===== config.mk =====
export PLATFORM = sky130hd
export DESIGN_NAME = pdlru_ctrl
export DESIGN_NICKNAME = d
export VERILOG_FILES = /design/src/rtl/pdlru_pkg.sv /design/src/rtl/pdlru_ctrl.sv
export SDC_FILE = /design/constraint.sdc
export NUM_CORES = 1
export LEC_CHECK = 0
export BUFFER_PORTS_ARGS = -buffer_cell sky130_fd_sc_hd__buf_2
export CORE_MARGIN = 2
export CORE_UTILIZATION = 34
export CTS_BUF_LIST = sky130_fd_sc_hd__clkbuf_2 sky130_fd_sc_hd__clkbuf_4 sky130_fd_sc_hd__clkbuf_8
export DETAILED_ROUTE_END_ITERATION = 8
export PLACE_DENSITY = 0.65
export SYNTH_ARGS = -nofsm -noshare
export SYNTH_HDL_FRONTEND = slang
export SYNTH_SLANG_ARGS = --single-unit
export TNS_END_PERCENT = 100

===== constraint.sdc =====
create_clock -name clk -period 1.2 [get_ports clk]
set_input_delay 0.24 -clock clk [delete_from_list [all_inputs] [get_ports clk]]
set_output_delay 0.24 -clock clk [all_outputs]
set_load 0.05 [all_outputs]

===== src/rtl/pdlru_pkg.sv =====
// Types and constants shared by the per-die LRU page buffer modules
package pdlru_pkg;

	localparam int DIE_COUNT        = 32;
	localparam int CHANNEL_COUNT    = 8;
	localparam int ENTRIES_PER_DIE  = 16;
	localparam int SECTORS_PER_PAGE = 4;
	localparam int TOTAL_ENTRIES    = DIE_COUNT * ENTRIES_PER_DIE;
	localparam int ENT_W            = $clog2(TOTAL_ENTRIES);
	localparam int LINK_W           = ENT_W + 1;
	localparam int DIE_W            = $clog2(DIE_COUNT);
	localparam int EPD_W            = $clog2(ENTRIES_PER_DIE);
	localparam int SPP_W            = $clog2(SECTORS_PER_PAGE);
	localparam int CH_W             = $clog2(CHANNEL_COUNT);
	localparam int ENTRY_SHIFT      = 14;
	localparam int SECTOR_SHIFT     = 12;

	localparam logic [LINK_W-1:0] LINK_NIL    = '1;
	localparam logic [31:0]       NO_PAGE     = '1;
	localparam logic [6:0]        MAX_SECTORS = 7'd64;

	typedef enum logic [2:0] {
		KIND_TO_HOST    = 3'd0,
		KIND_FROM_HOST  = 3'd1,
		KIND_WRITE_BACK = 3'd2,
		KIND_FLASH_READ = 3'd3,
		KIND_PRE_READ   = 3'd4
	} kind_t;

	typedef struct packed {
		logic        cmd;
		logic [31:0] start_sector;
		logic [6:0]  sector_count;
		logic [7:0]  slot_tag;
	} req_t;

	typedef struct packed {
		kind_t       kind;
		logic [8:0]  buffer_entry;
		logic [29:0] page_number;
		logic [31:0] dev_addr;
		logic [7:0]  tag_out;
		logic [5:0]  dma_start_index;
		logic [2:0]  sub_sectors;
		logic [2:0]  channel;
		logic [1:0]  way;
		logic        last;
	} res_t;

	typedef enum logic [3:0] {
		ST_CLEAR, ST_IDLE, ST_PAGE, ST_RD, ST_CMP, ST_MISS, ST_LINK_RD, ST_LINK,
		ST_UNP, ST_UNN, ST_WB, ST_PUSH, ST_PUSH2, ST_EMIT
	} state_t;

	typedef struct packed {
		logic clr;
		logic load;
		logic page;
		logic cmp;
		logic miss;
		logic link;
		logic unp;
		logic unn;
		logic wb;
		logic push;
		logic push2;
		logic emit;
	} cmd_t;

	typedef struct packed {
		logic clear_done;
		logic zero_cnt;
		logic head_ok;
		logic hit;
		logic next_ok;
		logic wb_need;
		logic last_page;
	} sts_t;

endpackage


===== src/rtl/pdlru_ctrl.sv =====
// Sequencer for the per-die LRU page buffer
module pdlru_ctrl (
	input  logic            clk,
	input  logic            arst_n,
	input  logic            start,
	output logic            busy,
	input  pdlru_pkg::sts_t sts,
	output pdlru_pkg::cmd_t cmd
);
	pdlru_pkg::state_t state_q, state_d;

	always_ff @(posedge clk or negedge arst_n) begin
		if (!arst_n) begin
			state_q <= pdlru_pkg::ST_CLEAR;
		end else begin
			state_q <= state_d;
		end
	end

	always_comb begin
		state_d = state_q;
		unique case (state_q)
			pdlru_pkg::ST_CLEAR:   if (sts.clear_done) state_d = pdlru_pkg::ST_IDLE;
			pdlru_pkg::ST_IDLE:    if (start && !sts.zero_cnt) state_d = pdlru_pkg::ST_PAGE;
			pdlru_pkg::ST_PAGE:    state_d = sts.head_ok ? pdlru_pkg::ST_RD : pdlru_pkg::ST_MISS;
			pdlru_pkg::ST_RD:      state_d = pdlru_pkg::ST_CMP;
			pdlru_pkg::ST_CMP: begin
				if (sts.hit) state_d = pdlru_pkg::ST_LINK_RD;
				else if (sts.next_ok) state_d = pdlru_pkg::ST_RD;
				else state_d = pdlru_pkg::ST_MISS;
			end
			pdlru_pkg::ST_MISS:    state_d = pdlru_pkg::ST_LINK_RD;
			pdlru_pkg::ST_LINK_RD: state_d = pdlru_pkg::ST_LINK;
			pdlru_pkg::ST_LINK:    state_d = pdlru_pkg::ST_UNP;
			pdlru_pkg::ST_UNP:     state_d = pdlru_pkg::ST_UNN;
			pdlru_pkg::ST_UNN:     state_d = sts.wb_need ? pdlru_pkg::ST_WB : pdlru_pkg::ST_PUSH;
			pdlru_pkg::ST_WB:      state_d = pdlru_pkg::ST_PUSH;
			pdlru_pkg::ST_PUSH:    state_d = pdlru_pkg::ST_PUSH2;
			pdlru_pkg::ST_PUSH2:   state_d = pdlru_pkg::ST_EMIT;
			pdlru_pkg::ST_EMIT:    state_d = sts.last_page ? pdlru_pkg::ST_IDLE : pdlru_pkg::ST_PAGE;
			default:               state_d = pdlru_pkg::ST_IDLE;
		endcase
	end

	always_comb begin
		cmd       = '0;
		busy      = 1'b1;
		unique case (state_q)
			pdlru_pkg::ST_CLEAR:   cmd.clr = 1'b1;
			pdlru_pkg::ST_IDLE: begin
				busy     = 1'b0;
				cmd.load = start;
			end
			pdlru_pkg::ST_PAGE:    cmd.page = 1'b1;
			pdlru_pkg::ST_RD:      ;
			pdlru_pkg::ST_CMP:     cmd.cmp = 1'b1;
			pdlru_pkg::ST_MISS:    cmd.miss = 1'b1;
			pdlru_pkg::ST_LINK_RD: ;
			pdlru_pkg::ST_LINK:    cmd.link = 1'b1;
			pdlru_pkg::ST_UNP:     cmd.unp = 1'b1;
			pdlru_pkg::ST_UNN:     cmd.unn = 1'b1;
			pdlru_pkg::ST_WB:      cmd.wb = 1'b1;
			pdlru_pkg::ST_PUSH:    cmd.push = 1'b1;
			pdlru_pkg::ST_PUSH2:   cmd.push2 = 1'b1;
			pdlru_pkg::ST_EMIT:    cmd.emit = 1'b1;
			default:               ;
		endcase
	end
endmodule


[Yosys cells after proc, flatten, opt, wreduce, memory -nomap -nowiden]
Index checks and enable logic that the tools add are counted.
Cells by class
  eq/ne operators: 15
  muxes and demuxes: 21
  reductions and logical operators: 4
Operator list (count)
  $pmux W4 S14: 1
  $eq A4 B4 Y1 const B: 6
  $eq A4 B3 Y1 const B: 4
  $mux W1: 14
  $mux W3: 3
  $eq A4 B2 Y1 const B: 2
  $mux W4: 2
  $eq A4 B1 Y1 const B: 1
  $logic_not A4 Y1: 1
  $ne A2 B2 Y1 const B: 2
  $mux W2: 1
  $reduce_and A2 Y1: 1
  $logic_and A1 B1 Y1: 1
  $logic_not A1 Y1: 1
Word-level totals
  logic and storage cells: 41
  output and inout bits: 13
  input port bits: 10
  register bits after elaboration: 4

[Logic depth before layout (Yosys ltp)]
  depth after elaboration: 4
  depth in mapped cells: 5
  gate-level depth less buffers: 3

[Least setup slack after synthesis]
Ideal clock, no wire load.
  path kind: reg2reg
  start point: register state_q[0]
  end point: register state_q[0]
  setup time: 0.233 ns
  data arrival time: 2.281 ns
  path buffers: 2
  cell stages (with the launch flop): 5
  path slack: -1.315 ns
  cells stage by stage: dfrtp_1 > buf_6 > buf_2 > nor4_1 > a32oi_1
On the way
  cells in the longest elaborated chain, start to end: 3
RTL lines
  start, declared: line pdlru_ctrl.sv:10  | pdlru_pkg::state_t state_q, state_d;
  start signal, assigned: line pdlru_ctrl.sv:14  | state_q <= pdlru_pkg::ST_CLEAR;
  start signal, assigned: line pdlru_ctrl.sv:16  | state_q <= state_d;
  $eq A4 B1 Y1 or $logic_not A4 Y1 (tied branches): line pdlru_ctrl.sv:22  | unique case (state_q)
  $ne A2 B2 Y1 (no source line)
  $reduce_and A2 Y1 (no source line)
Parallel ways exist; a longest one is shown, timed or not.
A chain may end at the register's enable or synchronous reset.

==> results.txt <==
The most used flip-flop cell after synthesis is sky130_fd_sc_hd__dfrtp_1. The final layout contains 117 nets. The run finished, with violations left. The starting density of the core came out at 0.3521. The share of post-route cells with drive strength above 1 is 0.7264.

Walking the worst path, the cells encountered are or4b_4 > clkinvlp_4 > buf_8. The worst setup path is captured at a primary output. TritonCTS built the clock tree. The start point of the critical path was state_q[1]$_DFFE_PN0P_.

Top cell type's share of synthesized area: 0.2241. Synthesis inferred 4 register bits. Setup repair after global routing could not meet its margin everywhere.

The tools report the latest clock arrival within the worst-skew pair as 240 ps. The cell count after synthesis came out at 59. Via density per instance: 5.099.

The most critical setup path has its endpoint at cmd[8]. Startpoint of the most critical register-to-register path: state_q[1]$_DFFE_PN0P_. The simple-gate share of the synthesized area was 0.4230; the worst IR drop on VDD was 2.086 mV. The worst max-slew margin expressed relative to the limit was 0.8343; the max-capacitance violation count was 0. The synthesized design contains 0 enable-type register cells. The compound-gate portion of the synthesized area was 0.2241; the yosys synthesis warning count was 0. The first global-routing pass estimated 2277 µm of wire. The area of the core is 1269 µm², and the total overflow reported by the global router is 0. The post-synthesis xor/xnor area fraction was 0. The logs give 1410 ps for the worst endpoint data arrival time and 6 for the number of DRC markers in iteration 0. On the worst path, the slowest cell contributes a delay of 560 ps. Maximum clock rate: 607.8 MHz. Entering global routing, the biggest net connects 16 pins.

HPWL reported at the end of detailed placement: 992.8 µm. For the worst flop-to-flop path, the logic depth is 5. The die is 40.25 µm wide. For this design the top-level I/O count stands at 23. The completed layout was analyzed and its total power is 0.003103 W.

Across all layers, the routed design uses 617 vias. The initial antenna violation count is 0, and the die span in y is 40.25 µm. The largest registers in the layout are state_q x4. The tools report the number of antenna-violating nets in the routed design as 0. The worst setup path is of the reg -> out kind. The net count after synthesis is 69, and the count of filler cells inserted in the layout is 82.

The checks that failed: negative setup slack. The most numerous cell in the Yosys netlist was sky130_fd_sc_hd__nor2_1. After detailed placement, the total cell area comes to 772.0 µm². Terminus of the critical flop-to-flop path: state_q[1]$_DFFE_PN0P_. The run gives 559 as the number of global-route vias before repair. The run gives 0.4705 nW as the leakage power figure.

For the worst setup path, the data required time is 960 ps. The worst path needs 1645 ps of the cycle, external delays included. The fraction of registers with async set/reset is 1.000. The register with the highest flop count was state_q. The site row count was 13; the count of port buffers added during placement was 22. The register with the most flip-flops in the layout has 4 of them.

Pin slew with the least headroom to its limit: 246.7 ps. The total DRC errors in the routed layout is 0. Total global routing track utilization: 0.2172. By area, the combinational part of the netlist is dominated by simple AND/OR/NAND/NOR gates.

Post-synth design cell area: 446.7 µm². 0 antenna diodes ended up in the layout. The total die area was 1620 µm². The worst setup path is launched from a flip-flop. The clock root buffer is sky130_fd_sc_hd__clkbuf_4. The cell with the biggest individual delay on the critical path is sky130_fd_sc_hd__or4b_4.

Adder-cell share of the synthesized area: 0. After clock tree synthesis, the clock-pin slew on the worst setup and hold paths is 50 ps. The clock arrives with 9.990 ps of skew. The final-report hold violation count is 0. The routed length per placed instance came out at 13.33 µm.

By area the synthesized netlist is led by sky130_fd_sc_hd__dfrtp_1 22%, sky130_fd_sc_hd__nor2_1 8.4%, sky130_fd_sc_hd__nand2b_1 7.0%. The flop-to-flop setup slack is -300 ps. The netlist uses 30 different library cells.

The tools report the minimum setup slack in the final design as -445.4 ps. The maximum buffer depth of the clock tree was 2. In this run the power density over the cells is 2995 nW/µm². Setup violations remaining at the end of the flow were counted as 16.

The H-tree depth was 1; the average footprint of a synthesized cell was 7.571 µm². The worst setup timing slack at the placement stage is -279.1 ps. For the cell area after layout, the log shows 1036 µm². Length of the first detailed-routing pass in iterations: 4.

The min-delay analysis places its worst path in the category in -> reg. The congestion estimate from routability-driven global placement came to 0.7762. The number of max-slew violations in the final report was 0. The share of the clock period used by the worst path after layout works out to 1.371. The logs give 4 for the number of sinks handled by clock tree synthesis and 0.2241 for the fraction of the yosys area taken by sequential cells. The largest fanout on the critical path works out to 2. Counting instances in the post-synthesis netlist gives the leading cell types as 10 x sky130_fd_sc_hd__nor2_1, 5 x sky130_fd_sc_hd__nand2b_1.

The post-synthesis to final-layout area growth was 131.9%. After detailed routing, the total wire length is 1613 µm. Counting the buffers created by CTS gives 3. The largest total area in the synthesized netlist belongs to sky130_fd_sc_hd__dfrtp_1.

The multiplexer area fraction after synthesis was 0.02521.
[metal layers]
metal | track usage | part of all wire | vias up
li1 | - | - | 301
met1 | 0.2181 | 0.38 | 297
met2 | 0.4113 | 0.57 | 19
met3 | 0.06111 | 0.045 | 0
met4 | 0.09167 | 0 | 0
met5 | 0 | 0 | -
[placed cells by master (no fill, tap or decap), types with 2 or more instances in the layout]
cell type / n
sky130_fd_sc_hd__nor3_4: 2
sky130_fd_sc_hd__clkbuf_4: 4
sky130_fd_sc_hd__buf_4: 21
sky130_fd_sc_hd__dfrtp_1: 3
sky130_fd_sc_hd__nand2b_1: 2
sky130_fd_sc_hd__buf_8: 3
sky130_fd_sc_hd__nand2_2: 3
sky130_fd_sc_hd__a21oi_1: 3
sky130_fd_sc_hd__buf_2: 9
sky130_fd_sc_hd__nor3_1: 2
sky130_fd_sc_hd__nor2_4: 5
sky130_fd_sc_hd__nand2b_4: 3
sky130_fd_sc_hd__nor2_1: 4
sky130_fd_sc_hd__buf_6: 15
[logic make-up after synthesis]
group / Yosys count
simple gates: 33
mux: 1
flops: 4
compound gates: 13
buf+inv: 8
[worst max-delay path, delay by kind of cell, from the launching register on]
| kind | cells | cell delay [ps] |
|---|---|---|
| simple gates | 1 | 560 |
| flops | 1 | 370 |
| buf+inv | 2 | 220 |
[area by class of cell]
class                           instances  area, µm²  area share
Timing Repair Buffer                   49      426.7      0.4118
Sequential cell                         4      101.3     0.09783
Clock buffer                            4      30.03     0.02899
Inverter                                2      11.26     0.01087
Tap cell                               15      18.77     0.01812
Multi-Input combinational cell         47      447.9      0.4324
[report_power, final]
part | switching, W | leakage (nW) | internal, W
registers | 0.0000413 | 0.0477 | 0.000206
logic | 0.00138 | 0.404 | 0.00127
clock network | 0.0000641 | 0.0184 | 0.000148
[worst min-delay path by stage]
stage,end,cells past startpoint,start
after global placement,state_q[2]$_DFFE_PN0P_,1,arst_n
after floorplan,state_q[0]$_DFFE_PN0P_,0,arst_n
after CTS,state_q[0]$_DFFE_PN0P_,3,sts[6]
final,state_q[0]$_DFFE_PN0P_,3,sts[6]
after global routing,state_q[0]$_DFFE_PN0P_,3,sts[6]
after detailed placement,state_q[2]$_DFFE_PN0P_,1,arst_n
[through the flow]
| step | utilization | setup TNS [ps] | std cells | hold WS, ps |
|---|---|---|---|---|
| after floorplan | - | -2994 | 59 | -55.59 |
| after global placement | 0.6085 | -3058 | 107 | 45.32 |
| after detailed placement | 0.6085 | -3158 | 107 | 47.29 |
| after CTS | 0.7515 | -5566 | 116 | 263.0 |
| after global routing | 0.8166 | -6153 | 121 | 262.9 |
| final | 0.8166 | -5295 | 121 | 270.1 |
[what timing repair did]
action                                  in CTS  in global routing
hold endpoints to repair                     4                  0
hold buffers                                 1                  0
buffers inserted                             4                  5
endpoints found under the setup margin      17                 17
pin swaps                                    2                  6
resized for setup                           35                 10
Note: power is estimated with default switching activity, not from simulation.
